--- src/hdl/bic_pkg.sv ---
// Shared types and constants for the binned interval coverage core.
// Used by the divider, controller, datapath and top level.
package bic_pkg;

  localparam int NUM_CHROMS_DEF     = 32;
  localparam int BINS_PER_CHROM_DEF = 4096;
  localparam int CFG_IDX_W          = 1;

  // 10^7 * 256: scale and 8 fraction bits folded into one factor
  localparam logic [31:0] NORM_MUL = 32'd2560000000;
  localparam logic [47:0] MAX48    = 48'hFFFF_FFFF_FFFF;

  localparam int DIV_N_W = 64;
  localparam int DIV_D_W = 32;

  typedef enum logic [1:0] {OP_SET, OP_ADD, OP_READ, OP_NONE} opcode_t;

  typedef enum logic [2:0] {
    ST_OK       = 3'd0,
    ST_UNKNOWN  = 3'd1,
    ST_END_OOB  = 3'd2,
    ST_DUP      = 3'd3,
    ST_TOO_MANY = 3'd4,
    ST_BAD_BIN  = 3'd5
  } status_t;

  typedef enum logic [0:0] {CFG_BIN_SIZE, CFG_NORM_EN} cfg_idx_t;

  typedef enum logic [1:0] {DSEL_LEN, DSEL_LAST, DSEL_LO, DSEL_NORM} div_sel_t;

  typedef enum logic [4:0] {
    S_IDLE, S_DECODE, S_WLEN, S_LCHK, S_CLEAR, S_WLAST, S_ACHK, S_WLO,
    S_AINIT, S_WRD, S_WWR, S_RMUL, S_RCAP, S_NMUL, S_NSEL, S_WNORM,
    S_NDONE, S_FIN
  } state_t;

  typedef struct packed {
    logic     load;
    logic     div_start;
    div_sel_t div_sel;
    logic     st_set;
    status_t  st_code;
    logic     define_chrom;
    logic     clear_step;
    logic     qhi_cap;
    logic     walk_init;
    logic     walk_rd;
    logic     walk_wr;
    logic     rd_issue;
    logic     rd_capture;
    logic     norm_mul;
    logic     norm_raw;
    logic     norm_zero;
    logic     norm_div;
    logic     out_load;
  } bic_cmd_t;

  typedef struct packed {
    opcode_t op;
    logic    ch_ok;
    logic    ch_valid;
    logic    div_busy;
    logic    too_many;
    logic    end_oob;
    logic    empty;
    logic    bad_bin;
    logic    norm_en;
    logic    total_zero;
    logic    walk_last;
    logic    clear_last;
    logic    out_free;
  } bic_stat_t;

endpackage

--- src/hdl/bic_ctrl.sv ---
// Controller state machine: sequences decode, divisions, bin walk,
// clear sweep and readout. Depends on bic_pkg.
module bic_ctrl (
  input  logic               clk,
  input  logic               rst_n,
  input  logic               in_valid,
  output logic               in_stall,
  input  bic_pkg::bic_stat_t stat,
  output bic_pkg::bic_cmd_t  cmd
);
  import bic_pkg::*;

  state_t state_r, state_nxt;

  always_ff @(posedge clk) begin
    if (!rst_n) state_r <= S_IDLE;
    else        state_r <= state_nxt;
  end

  always_comb begin
    state_nxt = state_r;
    unique case (state_r)
      S_IDLE:   if (in_valid) state_nxt = S_DECODE;
      S_DECODE: begin
        priority if (stat.op == OP_NONE || !stat.ch_ok) state_nxt = S_FIN;
        else if (stat.op == OP_SET) state_nxt = stat.ch_valid ? S_FIN : S_WLEN;
        else if (!stat.ch_valid) state_nxt = S_FIN;
        else if (stat.op == OP_ADD) state_nxt = S_WLAST;
        else state_nxt = stat.bad_bin ? S_FIN : S_RMUL;
      end
      S_WLEN:   if (!stat.div_busy) state_nxt = S_LCHK;
      S_LCHK:   state_nxt = stat.too_many ? S_FIN : S_CLEAR;
      S_CLEAR:  if (stat.clear_last) state_nxt = S_FIN;
      S_WLAST:  if (!stat.div_busy) state_nxt = S_ACHK;
      S_ACHK:   state_nxt = (stat.end_oob || stat.empty) ? S_FIN : S_WLO;
      S_WLO:    if (!stat.div_busy) state_nxt = S_AINIT;
      S_AINIT:  state_nxt = S_WRD;
      S_WRD:    state_nxt = S_WWR;
      S_WWR:    state_nxt = stat.walk_last ? S_FIN : S_WRD;
      S_RMUL:   state_nxt = S_RCAP;
      S_RCAP:   state_nxt = S_NMUL;
      S_NMUL:   state_nxt = S_NSEL;
      S_NSEL:   state_nxt = (!stat.norm_en || stat.total_zero) ? S_FIN : S_WNORM;
      S_WNORM:  if (!stat.div_busy) state_nxt = S_NDONE;
      S_NDONE:  state_nxt = S_FIN;
      S_FIN:    if (stat.out_free) state_nxt = S_IDLE;
      default:  state_nxt = S_IDLE;
    endcase
  end

  always_comb begin
    cmd      = '0;
    in_stall = (state_r != S_IDLE);
    unique case (state_r)
      S_IDLE:   cmd.load = in_valid;
      S_DECODE: begin
        priority if (stat.op == OP_NONE) begin
          cmd.st_set = 1'b0;
        end else if (!stat.ch_ok) begin
          cmd.st_set  = 1'b1;
          cmd.st_code = ST_UNKNOWN;
        end else if (stat.op == OP_SET) begin
          if (stat.ch_valid) begin
            cmd.st_set  = 1'b1;
            cmd.st_code = ST_DUP;
          end else begin
            cmd.div_start = 1'b1;
            cmd.div_sel   = DSEL_LEN;
          end
        end else if (!stat.ch_valid) begin
          cmd.st_set  = 1'b1;
          cmd.st_code = ST_UNKNOWN;
        end else if (stat.op == OP_ADD) begin
          cmd.div_start = 1'b1;
          cmd.div_sel   = DSEL_LAST;
        end else if (stat.bad_bin) begin
          cmd.st_set  = 1'b1;
          cmd.st_code = ST_BAD_BIN;
        end else begin
          cmd.rd_issue = 1'b1;
        end
      end
      S_LCHK: begin
        if (stat.too_many) begin
          cmd.st_set  = 1'b1;
          cmd.st_code = ST_TOO_MANY;
        end else begin
          cmd.define_chrom = 1'b1;
        end
      end
      S_CLEAR:  cmd.clear_step = 1'b1;
      S_ACHK: begin
        if (stat.end_oob) begin
          cmd.st_set  = 1'b1;
          cmd.st_code = ST_END_OOB;
        end else if (!stat.empty) begin
          cmd.qhi_cap   = 1'b1;
          cmd.div_start = 1'b1;
          cmd.div_sel   = DSEL_LO;
        end
      end
      S_AINIT:  cmd.walk_init  = 1'b1;
      S_WRD:    cmd.walk_rd    = 1'b1;
      S_WWR:    cmd.walk_wr    = 1'b1;
      S_RCAP:   cmd.rd_capture = 1'b1;
      S_NMUL:   cmd.norm_mul   = 1'b1;
      S_NSEL: begin
        if (!stat.norm_en) cmd.norm_raw = 1'b1;
        else if (stat.total_zero) cmd.norm_zero = 1'b1;
        else begin
          cmd.div_start = 1'b1;
          cmd.div_sel   = DSEL_NORM;
        end
      end
      S_NDONE:  cmd.norm_div = 1'b1;
      S_FIN:    cmd.out_load = stat.out_free;
      default:  cmd.load = 1'b0;
    endcase
  end

endmodule

--- config.mk ---
export PLATFORM = sky130hd
export DESIGN_NAME = bic_ctrl
export DESIGN_NICKNAME = d
export VERILOG_FILES = /design/src/hdl/bic_pkg.sv /design/src/hdl/bic_ctrl.sv
export SDC_FILE = /design/constraint.sdc
export NUM_CORES = 1
export LEC_CHECK = 0
export BUFFER_PORTS_ARGS = -buffer_cell sky130_fd_sc_hd__buf_4
export CORE_MARGIN = 4
export CORE_UTILIZATION = 45
export DETAILED_ROUTE_END_ITERATION = 8
export PLACE_DENSITY = 0.78
export SLEW_MARGIN = 5
export SYNTH_ARGS = -nofsm -noshare
export SYNTH_HDL_FRONTEND = slang
export SYNTH_SLANG_ARGS = --single-unit
export TNS_END_PERCENT = 5
--- constraint.sdc ---
create_clock -name clk -period 2.5 [get_ports clk]
set_clock_uncertainty 0.2 [all_clocks]
set_input_delay 0 -clock clk [delete_from_list [all_inputs] [get_ports clk]]
set_output_delay 0 -clock clk [all_outputs]
set_load 0.005 [all_outputs]
==> flow_summary.toml, run 1 <==
[setup_path]
crit_chain = "nand2b_1 -> or3_4 -> a311oi_1 -> dlygate4sd3_1 -> a21oi_1 -> a22oi_1"
crit_path_max_incr_delay_ps = 580
cp.required_ps = 2460
critPathArrivalTime_ps = 2280
crit_fanout = 7
slowest_stage = "dlygate4sd3_1"
worstRegToRegCells = 6
cp-start-kind = "flop"
criticalPathCategory = "reg -> reg"
end_kind = "flop"

[finish]
drive_gt1_share_pct = 32.2
largest_register_ffs = 5
num-nets-final = 189
syn2layout_area_growth_pct = 46.8
n_fill_cell = 168
top_register = "state_r"
antenna_cells = 0
stdcell_area_sq_um = 1190
finish.utilization_pct = 69.6
top_regs = "state_r: 5 flops"

[place]
gp_congestion = 0.895
portBuffers = 38
hpwl_um = 2230
placed_cell_area_sq_um = 1120

[power]
power.density_nw_per_um2 = 563
power.share.clock_pct = 14.1
p_sw_share_pct = 46.9
leakagePower_nw = 0.507
p_comb_share_pct = 67.6
p_int_mw = 0.355
p_sw_mw = 0.314
seq_power_share_pct = 18.2
ir_worst_vdd_v = 0.000568

[sta]
finalCritPeriodShare_pct = 92.7
rsz0062_at_grt = "no"
tns_ps = 0
finalMaxSlewViolations = 0
tightest_slew_ps = 706
max_freq_mhz = 432
min_period_ps = 2320
hold_viol = 0
slew-limit-headroom_pct = 52.3
finalSetupViolCount = 0

[synth]
seq_area_frac_synth_pct = 12.4
yosysUniqueCellTypes = 40
avgSynthCellArea_sq_um = 6.28
syn-num-nets = 146
synth_edf_count = 0
synth_warnings = 0
synth-seq-cells = 5
netlist_area_sq_um = 810
ys.flop_type = "dfxtp_1"
synthCells = 129
ys_async_sr_fraction_pct = 0

[grt]
first_global_vias = 1042
grt-ovfl-total = 0
grt_usage_pct = 23.5
grt_first_pass_wirelength_um = 4770
grt_antenna_before_repair = 0
grt_start_max_net_pins = 17

[clocking]
cts_root_buffer = "clkbuf_4"
cts.reportedPaths.clkPinSlew_ps = 50
post-cts-setup-buffer-count = 0
cts_max_path_buffers = 2
clkSinkCount = 5
clkLatencyLatePin_ps = 250
cts_tree = "done"
cts_made_buffers = 3
htreeDepth = 1

[floorplan]
start_util_pct = 47.4
die_h_um = 50.4
io_pins = 39
core_area_sq_um = 1710
die_w_um = 50.4
row_count = 15
die_area_sq_um = 2540

[routing]
drc = 0
vias_per_cell = 5.78
routed_wl_um = 2890
ant_nets = 0
wl_per_cell_um = 14.7
dr.pass1.iters = 4
vias = 1133
dr.first_iter.drc_count = 60

[min_path]
hold_depth = 5
hold_path.class = "in -> reg"

[job]
cap_violations = 0

[status]
outcome = "completed"
## cell type report
class                   instances  area [sq um]  share of cell area (%)
multi-input cells             111           654                    55.1
repair buffers                 46           355                    29.9
flip-flops and latches          5           101                    8.53
well taps                      25          31.3                    2.63
clock buffers                   3          22.5                    1.89
inverters                       5          18.8                    1.58
clock inverters                 1          5.00                   0.421
## layer usage
layer | routed length [um] | GRT usage [%]
met3 | 340 | 5.04
met1 | 1200 | 30.2
met5 | 0 | 0
met2 | 1300 | 39.1
met4 | 55 | 7.17
## cell usage after synthesis (all sizes together), types with 4 or more instances
master,count,area [sq um]
or3,4,35.0
nand2,15,56.3
dfxtp,5,100
nor2b,5,31.3
o22ai,4,31.3
nor2,10,37.5
nand2b,7,43.8
inv,5,18.8
o21ai,6,30.0
nand3,7,35.0
nor3,13,65.1
clkbuf,6,22.5
a21oi,12,60.1
## worst max-delay path, delay by kind of cell, from the launching register on
family,cells,cell delay (ps)
AO/OA/AOI/OAI,3,380
flip-flops,1,410
AND/OR/NAND/NOR,2,660
buffers and inverters,1,580
## kinds of logic after synthesis
group	after synthesis	synth area share (%)
buffers and inverters	13	7.11
AND/OR/NAND/NOR	73	48.1
AO/OA/AOI/OAI	38	32.5
flip-flops	5	12.4
## final timing paths
kind                           start                 endpoint  slack [ps]
max          state_r[0]$_SDFFE_PN0P_  state_r[4]$_SDFFE_PN0P_         180
min                          stat[0]  state_r[4]$_SDFFE_PN0P_          30
max reg2reg  state_r[0]$_SDFFE_PN0P_  state_r[4]$_SDFFE_PN0P_         180
min reg2reg  state_r[0]$_SDFFE_PN0P_  state_r[0]$_SDFFE_PN0P_         390
## cells in the final DEF (no fill, tap or decap), types with 2 or more instances in the layout
master / count
nand4_1: 2
o21ai_0: 6
nand2b_1: 7
a22oi_1: 2
nor3_1: 13
nor2_1: 10
or3_4: 2
nor2b_1: 5
a21oi_1: 12
or3_1: 2
inv_1: 5
dlygate4sd3_1: 4
nand3_1: 7
o211ai_1: 2
nor4_1: 3
o22ai_1: 3
nand2_1: 15
clkbuf_4: 3
dfxtp_1: 4
buf_4: 42
## power by group through the flow
stage               logic (mW)  clock network [mW]  registers (mW)
finish                   0.453              0.0945           0.122
global route             0.494               0.101           0.124
CTS                      0.446              0.0976           0.120
detailed placement       0.429                   0           0.122
global placement         0.423                   0           0.121
floorplan                0.279                   0           0.106
## through the flow
stage / std cells / power [mW] / hold slack [ps] / worst slack (ps)
2_1_floorplan: 129 / 0.385 / -165 / 629
3_3_place_gp: 188 / 0.544 / 46.1 / 539
3_5_place_dp: 188 / 0.551 / 48.9 / 427
4_1_cts: 196 / 0.665 / 16.5 / 74.6
5_1_grt: 196 / 0.719 / 63.8 / 35.7
6_report: 196 / 0.669 / 34.5 / 183
## repair_timing
item | CTS | global route
setup endpoints to repair | 0 | 1
hold endpoints to repair | 4 | 0
hold buffers | 4 | 0
gates resized for setup | 0 | 2
No activity file was read; power rests on OpenSTA's default activity.
==> run 2: changes to the inputs <==
--- a/config.mk
+++ b/config.mk
@@ -5,9 +5,10 @@
 export SDC_FILE = /design/constraint.sdc
 export NUM_CORES = 1
 export LEC_CHECK = 0
-export BUFFER_PORTS_ARGS = -buffer_cell sky130_fd_sc_hd__buf_4
+export BUFFER_PORTS_ARGS = -buffer_cell sky130_fd_sc_hd__buf_2
 export CORE_MARGIN = 4
 export CORE_UTILIZATION = 45
+export CTS_CLUSTER_SIZE = 25
 export DETAILED_ROUTE_END_ITERATION = 8
 export PLACE_DENSITY = 0.78
 export SLEW_MARGIN = 5
==> run 2 against run 1 <==
Net effect:
- cell count up 1.0%
- critical path depth fell by 1
- setup slack lost 4.2 ps
- power fell by 6.1%
- clock-buffer cell count stayed put
- fmax down 0.18%
- core utilization is 4.8 points lower
- register-to-register slack about the same
- die area did not move
- global-route usage down 1.5 points
==> flow_summary.toml, run 2 (synthesized netlist as in run 1, its figures left out) <==
[setup_path]
cp.required_ps = 2470
crit_chain = "or3_4 -> nor4_1 -> nand2_1 -> dlygate4sd3_1 -> a22oi_1"
worstReg2RegStart = "state_r[3]$_SDFFE_PN0P_"
worstRegToRegCells = 5
crit_path_max_incr_delay_ps = 580
critPathArrivalTime_ps = 2290
critPathTopFamily = "simple AND/OR/NAND/NOR gates"
slowest_stage = "dlygate4sd3_1"
reg2reg_setup_slack_ps = 180
end_kind = "flop"
crit_fanout = 6
criticalPathCategory = "reg -> reg"
cp.buffers_inverters = 1
r2r_end = "state_r[4]$_SDFFE_PN0P_"
cp-start-kind = "flop"

[clocking]
cts.reportedPaths.clkPinSlew_ps = 50
cts_made_buffers = 3
cts_root_buffer = "clkbuf_4"
cts_max_path_buffers = 2
htreeDepth = 1
clkSinkCount = 5
cts_tree = "done"
clkLatencyLatePin_ps = 250
cts_resized = 0

[grt]
grt_usage_pct = 22.0
grt_first_pass_wirelength_um = 4510
first_global_vias = 1070
grt-ovfl-total = 0
grt_antenna_before_repair = 0
grt_start_max_net_pins = 16

[finish]
antenna_cells = 0
largest_register_ffs = 5
drive_gt1_share_pct = 31.8
syn2layout_area_growth_pct = 36.8
n_fill_cell = 173
top_regs = "state_r: 5 flops"
multi_input_area_sq_um = 652
layout_common_cells = "38 x buf_2, 15 x nand2_1, 13 x nor3_1"
top_register = "state_r"
final_common_cell = "buf_2"
seq_area_sq_um = 100
num-nets-final = 191

[floorplan]
row_count = 15
start_util_pct = 47.4
die_area_sq_um = 2540
die_w_um = 50.4
io_pins = 39
die_h_um = 50.4
core_area_sq_um = 1710

[status]
outcome = "completed"

[sta]
rsz0062_at_grt = "no"
max_freq_mhz = 431
hold_viol = 0
finalCritPeriodShare_pct = 92.8
tns_ps = 0
slew-limit-headroom_pct = 54.9
finalMaxSlewViolations = 0
min_period_ps = 2320
tightest_slew_ps = 667
worst_slack_ps = 179
finalSetupViolCount = 0

[power]
power.density_nw_per_um2 = 568
leakagePower_nw = 0.500
ir_worst_vdd_v = 0.000515

[routing]
drc = 0
vias_per_cell = 5.72
wl_per_cell_um = 13.9
dr.first_iter.drc_count = 33
ant_nets = 0
dr.pass1.iters = 7
vias = 1133
routed_wl_um = 2750

[place]
dp_slack_ps = 482
gp_congestion = 0.921
portBuffers = 38
hpwl_um = 2140

[min_path]
hold_depth = 4
holdPathEnd = "state_r[4]$_SDFFE_PN0P_"
min_from = "stat[10]"
hold_path.class = "in -> reg"

[job]
cap_violations = 0
-- run 2: how the worst max path moves through the flow --
stage | startpoint | to | slack, ps | cells past startpoint
2_1_floorplan | state_r[3]$_SDFFE_PN0P_ | state_r[1]$_SDFFE_PN0P_ | 630 | 6
3_3_place_gp | state_r[4]$_SDFFE_PN0P_ | state_r[1]$_SDFFE_PN0P_ | 480 | 6
3_5_place_dp | state_r[4]$_SDFFE_PN0P_ | state_r[1]$_SDFFE_PN0P_ | 480 | 6
4_1_cts | state_r[2]$_SDFFE_PN0P_ | cmd[16] | 250 | 6
5_1_grt | state_r[3]$_SDFFE_PN0P_ | state_r[4]$_SDFFE_PN0P_ | 20 | 5
6_report | state_r[3]$_SDFFE_PN0P_ | state_r[4]$_SDFFE_PN0P_ | 180 | 5
-- run 2: worst register-to-register path, delay by kind of cell (launching register included) --
kind / cells / cell delay (ps)
AND/OR/NAND/NOR: 3 / 950
buffers and inverters: 1 / 580
flip-flops: 1 / 350
AO/OA/AOI/OAI: 1 / 170
-- run 2: repair_timing --
item | CTS | global route
buffers inserted | 0 | 0
hold buffers | 5 | 0
hold endpoints to repair | 5 | 0
-- run 2: layout make-up --
class,count,area share [%]
Multi-Input combinational cell,111,58.9
Timing Repair Buffer,48,25.1
Sequential cell,5,9.04
Tap cell,25,2.82
Clock buffer,3,2.03
Inverter,5,1.69
Clock inverter,1,0.452
-- run 2: metal layers --
| layer | share of wire [%] | global-route usage, % | vias to the layer above | wire length (um) |
|---|---|---|---|---|
| met4 | 1.3 | 5.83 | 0 | 36 |
| li1 | - | - | 575 | - |
| met2 | 45 | 36.5 | 66 | 1240 |
| met1 | 44 | 28.5 | 487 | 1220 |
| met5 | 0 | 0 | - | 0 |
| met3 | 9.4 | 4.75 | 5 | 259 |
-- run 2: power breakdown --
part	internal [mW]	switching, mW
logic	0.166	0.253
registers	0.0961	0.0173
clock network	0.0582	0.0384
-- run 2: stage by stage --
step	hold slack (ps)	power (mW)	instance area, sq um	util, %	cells
2_1_floorplan	-165	0.385	810	-	129
3_3_place_gp	40.8	0.508	1030	60.3	189
3_5_place_dp	45.1	0.519	1030	60.3	189
4_1_cts	0.784	0.624	1110	64.8	198
5_1_grt	36.7	0.682	1110	64.8	198
6_report	24.0	0.629	1110	64.8	198
==> run 3: changes to the inputs <==
--- a/config.mk
+++ b/config.mk
@@ -10,7 +10,7 @@
 export CORE_UTILIZATION = 45
 export CTS_CLUSTER_SIZE = 25
 export DETAILED_ROUTE_END_ITERATION = 8
-export PLACE_DENSITY = 0.78
+export PLACE_DENSITY_LB_ADDON = 0.2
 export SLEW_MARGIN = 5
 export SYNTH_ARGS = -nofsm -noshare
 export SYNTH_HDL_FRONTEND = slang
==> run 3 against run 2 <==
Net effect:
- design area is 0.68% higher
- clock power is 0.9% lower
- sequential power is 14% higher
- largest power group unchanged
==> flow_summary.toml, run 3 (synthesized netlist as in run 1, its figures left out) <==
[status]
outcome = "completed"

[floorplan]
die_h_um = 50.4
io_pins = 39
die_area_sq_um = 2540
core_area_sq_um = 1710
row_count = 15
die_w_um = 50.4
start_util_pct = 47.4

[power]
p_sw_share_pct = 48.5
p_total_mw = 0.658
ir_worst_vdd_v = 0.000370
power.share.clock_pct = 14.5
p_comb_share_pct = 65.9
p_int_mw = 0.338
power.density_nw_per_um2 = 590
p_sw_mw = 0.319
leakagePower_nw = 0.492
seq_power_share_pct = 19.6

[clocking]
cts_root_buffer = "clkbuf_4"
cts_max_path_buffers = 2
htreeDepth = 1
cts_made_buffers = 3
cts_tree = "done"
clkSinkCount = 5
clkLatencyLatePin_ps = 250
cts.reportedPaths.clkPinSlew_ps = 50

[sta]
slew-limit-headroom_pct = 41.2
hold_ws_ps = 48.6
min_period_ps = 2470
finalSetupViolCount = 0
tns_ps = 0
hold_viol = 0
tightest_slew_ps = 869
rsz0062_at_grt = "no"
finalCritPeriodShare_pct = 98.8
max_freq_mhz = 405
finalMaxSlewViolations = 0

[grt]
busiest_layer = "met2"
grt_first_pass_wirelength_um = 4770
grt_antenna_before_repair = 0
grt_use_met3_pct = 3.56
use_met1_pct = 30.9
grt_start_max_net_pins = 17
first_global_vias = 1077
grt_usage_pct = 24.0
grt-ovfl-total = 0
met2_usage_pct = 40.0

[place]
hpwl_um = 2290
gp_congestion = 0.936
portBuffers = 38

[setup_path]
slowest_stage = "dlygate4sd3_1"
worstReg2RegStart = "state_r[2]$_SDFFE_PN0P_"
r2r_end = "state_r[4]$_SDFFE_PN0P_"
cp.required_ps = 2450
criticalPathCategory = "reg -> reg"
crit_path_max_incr_delay_ps = 580
crit_start = "state_r[2]$_SDFFE_PN0P_"
crit_fanout = 7
reg2reg_setup_slack_ps = 30
critPathArrivalTime_ps = 2420
crit_chain = "or2_2 -> or3_4 -> a311oi_2 -> a21oi_1 -> dlygate4sd3_1 -> a22oi_1"
endpoint = "state_r[4]$_SDFFE_PN0P_"
worstRegToRegCells = 6
end_kind = "flop"
cp-start-kind = "flop"

[finish]
layout_common_cells = "38 x buf_2, 15 x nand2_1, 13 x nor3_1"
final_common_cell = "buf_2"
antenna_cells = 0
top_regs = "state_r: 5 flops"
num-nets-final = 190
drive_gt1_share_pct = 33.1
syn2layout_area_growth_pct = 37.7
n_fill_cell = 171
largest_register_ffs = 5
top_register = "state_r"

[routing]
ant_nets = 0
vias = 1205
wl_per_cell_um = 15.3
dr.pass1.iters = 4
drc = 0
routed_wl_um = 3020
vias_per_cell = 6.12
dr.first_iter.drc_count = 48

[min_path]
hold_path.class = "in -> out"

[job]
cap_violations = 0
[run 3: how the worst min path moves through the flow]
stage	start	end	depth (start not counted)
after detailed placement	stat[6]	cmd[10]	3
after global routing	stat[6]	cmd[10]	3
after floorplan	stat[7]	cmd[10]	1
final	stat[6]	cmd[10]	3
after CTS	stat[6]	cmd[10]	3
after global placement	stat[6]	cmd[10]	3
[run 3: stage by stage]
stage                     utilization (%)  cell area, sq um  instances  setup slack (ps)
final                                65.3              1110        197              29.6
after global routing                 65.3              1110        197              5.85
after CTS                            64.3              1100        197              62.0
after detailed placement             59.9              1020        188               477
after global placement               59.9              1020        188               502
after floorplan                         -               810        129               629
[run 3: routing by layer]
| layer | wire (um) | vias up |
|---|---|---|
| li1 | - | 570 |
| met1 | 1240 | 550 |
| met2 | 1450 | 79 |
| met3 | 274 | 6 |
| met4 | 49 | 0 |
| met5 | 0 | - |
[run 3: area by class of cell]
type | count | area, sq um | share of cell area, %
flip-flops and latches | 5 | 101 | 9.09
clock buffers | 4 | 26.3 | 2.36
well taps | 25 | 31.3 | 2.81
multi-input cells | 111 | 667 | 59.8
inverters | 5 | 18.8 | 1.68
repair buffers | 47 | 270 | 24.2
[run 3: what timing repair did]
action | in CTS | in global routing
endpoints found under the setup margin | 0 | 1
gates resized for setup | 0 | 4
buffers inserted | 0 | 0
hold endpoints to repair | 5 | 0
hold buffers | 5 | 0
[run 3: critical path, delay by kind of cell (launching register included)]
family | cells | cell delay [ps]
buffers and inverters | 1 | 580
DFF | 1 | 370
and+or+nand+nor | 2 | 750
AOI/OAI and AO/OA | 3 | 460
[run 3: power groups by stage]
stage | Combinational (mW) | Sequential (mW) | Clock [mW]
after CTS | 0.407 | 0.124 | 0.0943
after floorplan | 0.279 | 0.106 | 0
after global placement | 0.381 | 0.125 | 0
after global routing | 0.470 | 0.131 | 0.0982
after detailed placement | 0.388 | 0.125 | 0
final | 0.433 | 0.129 | 0.0956
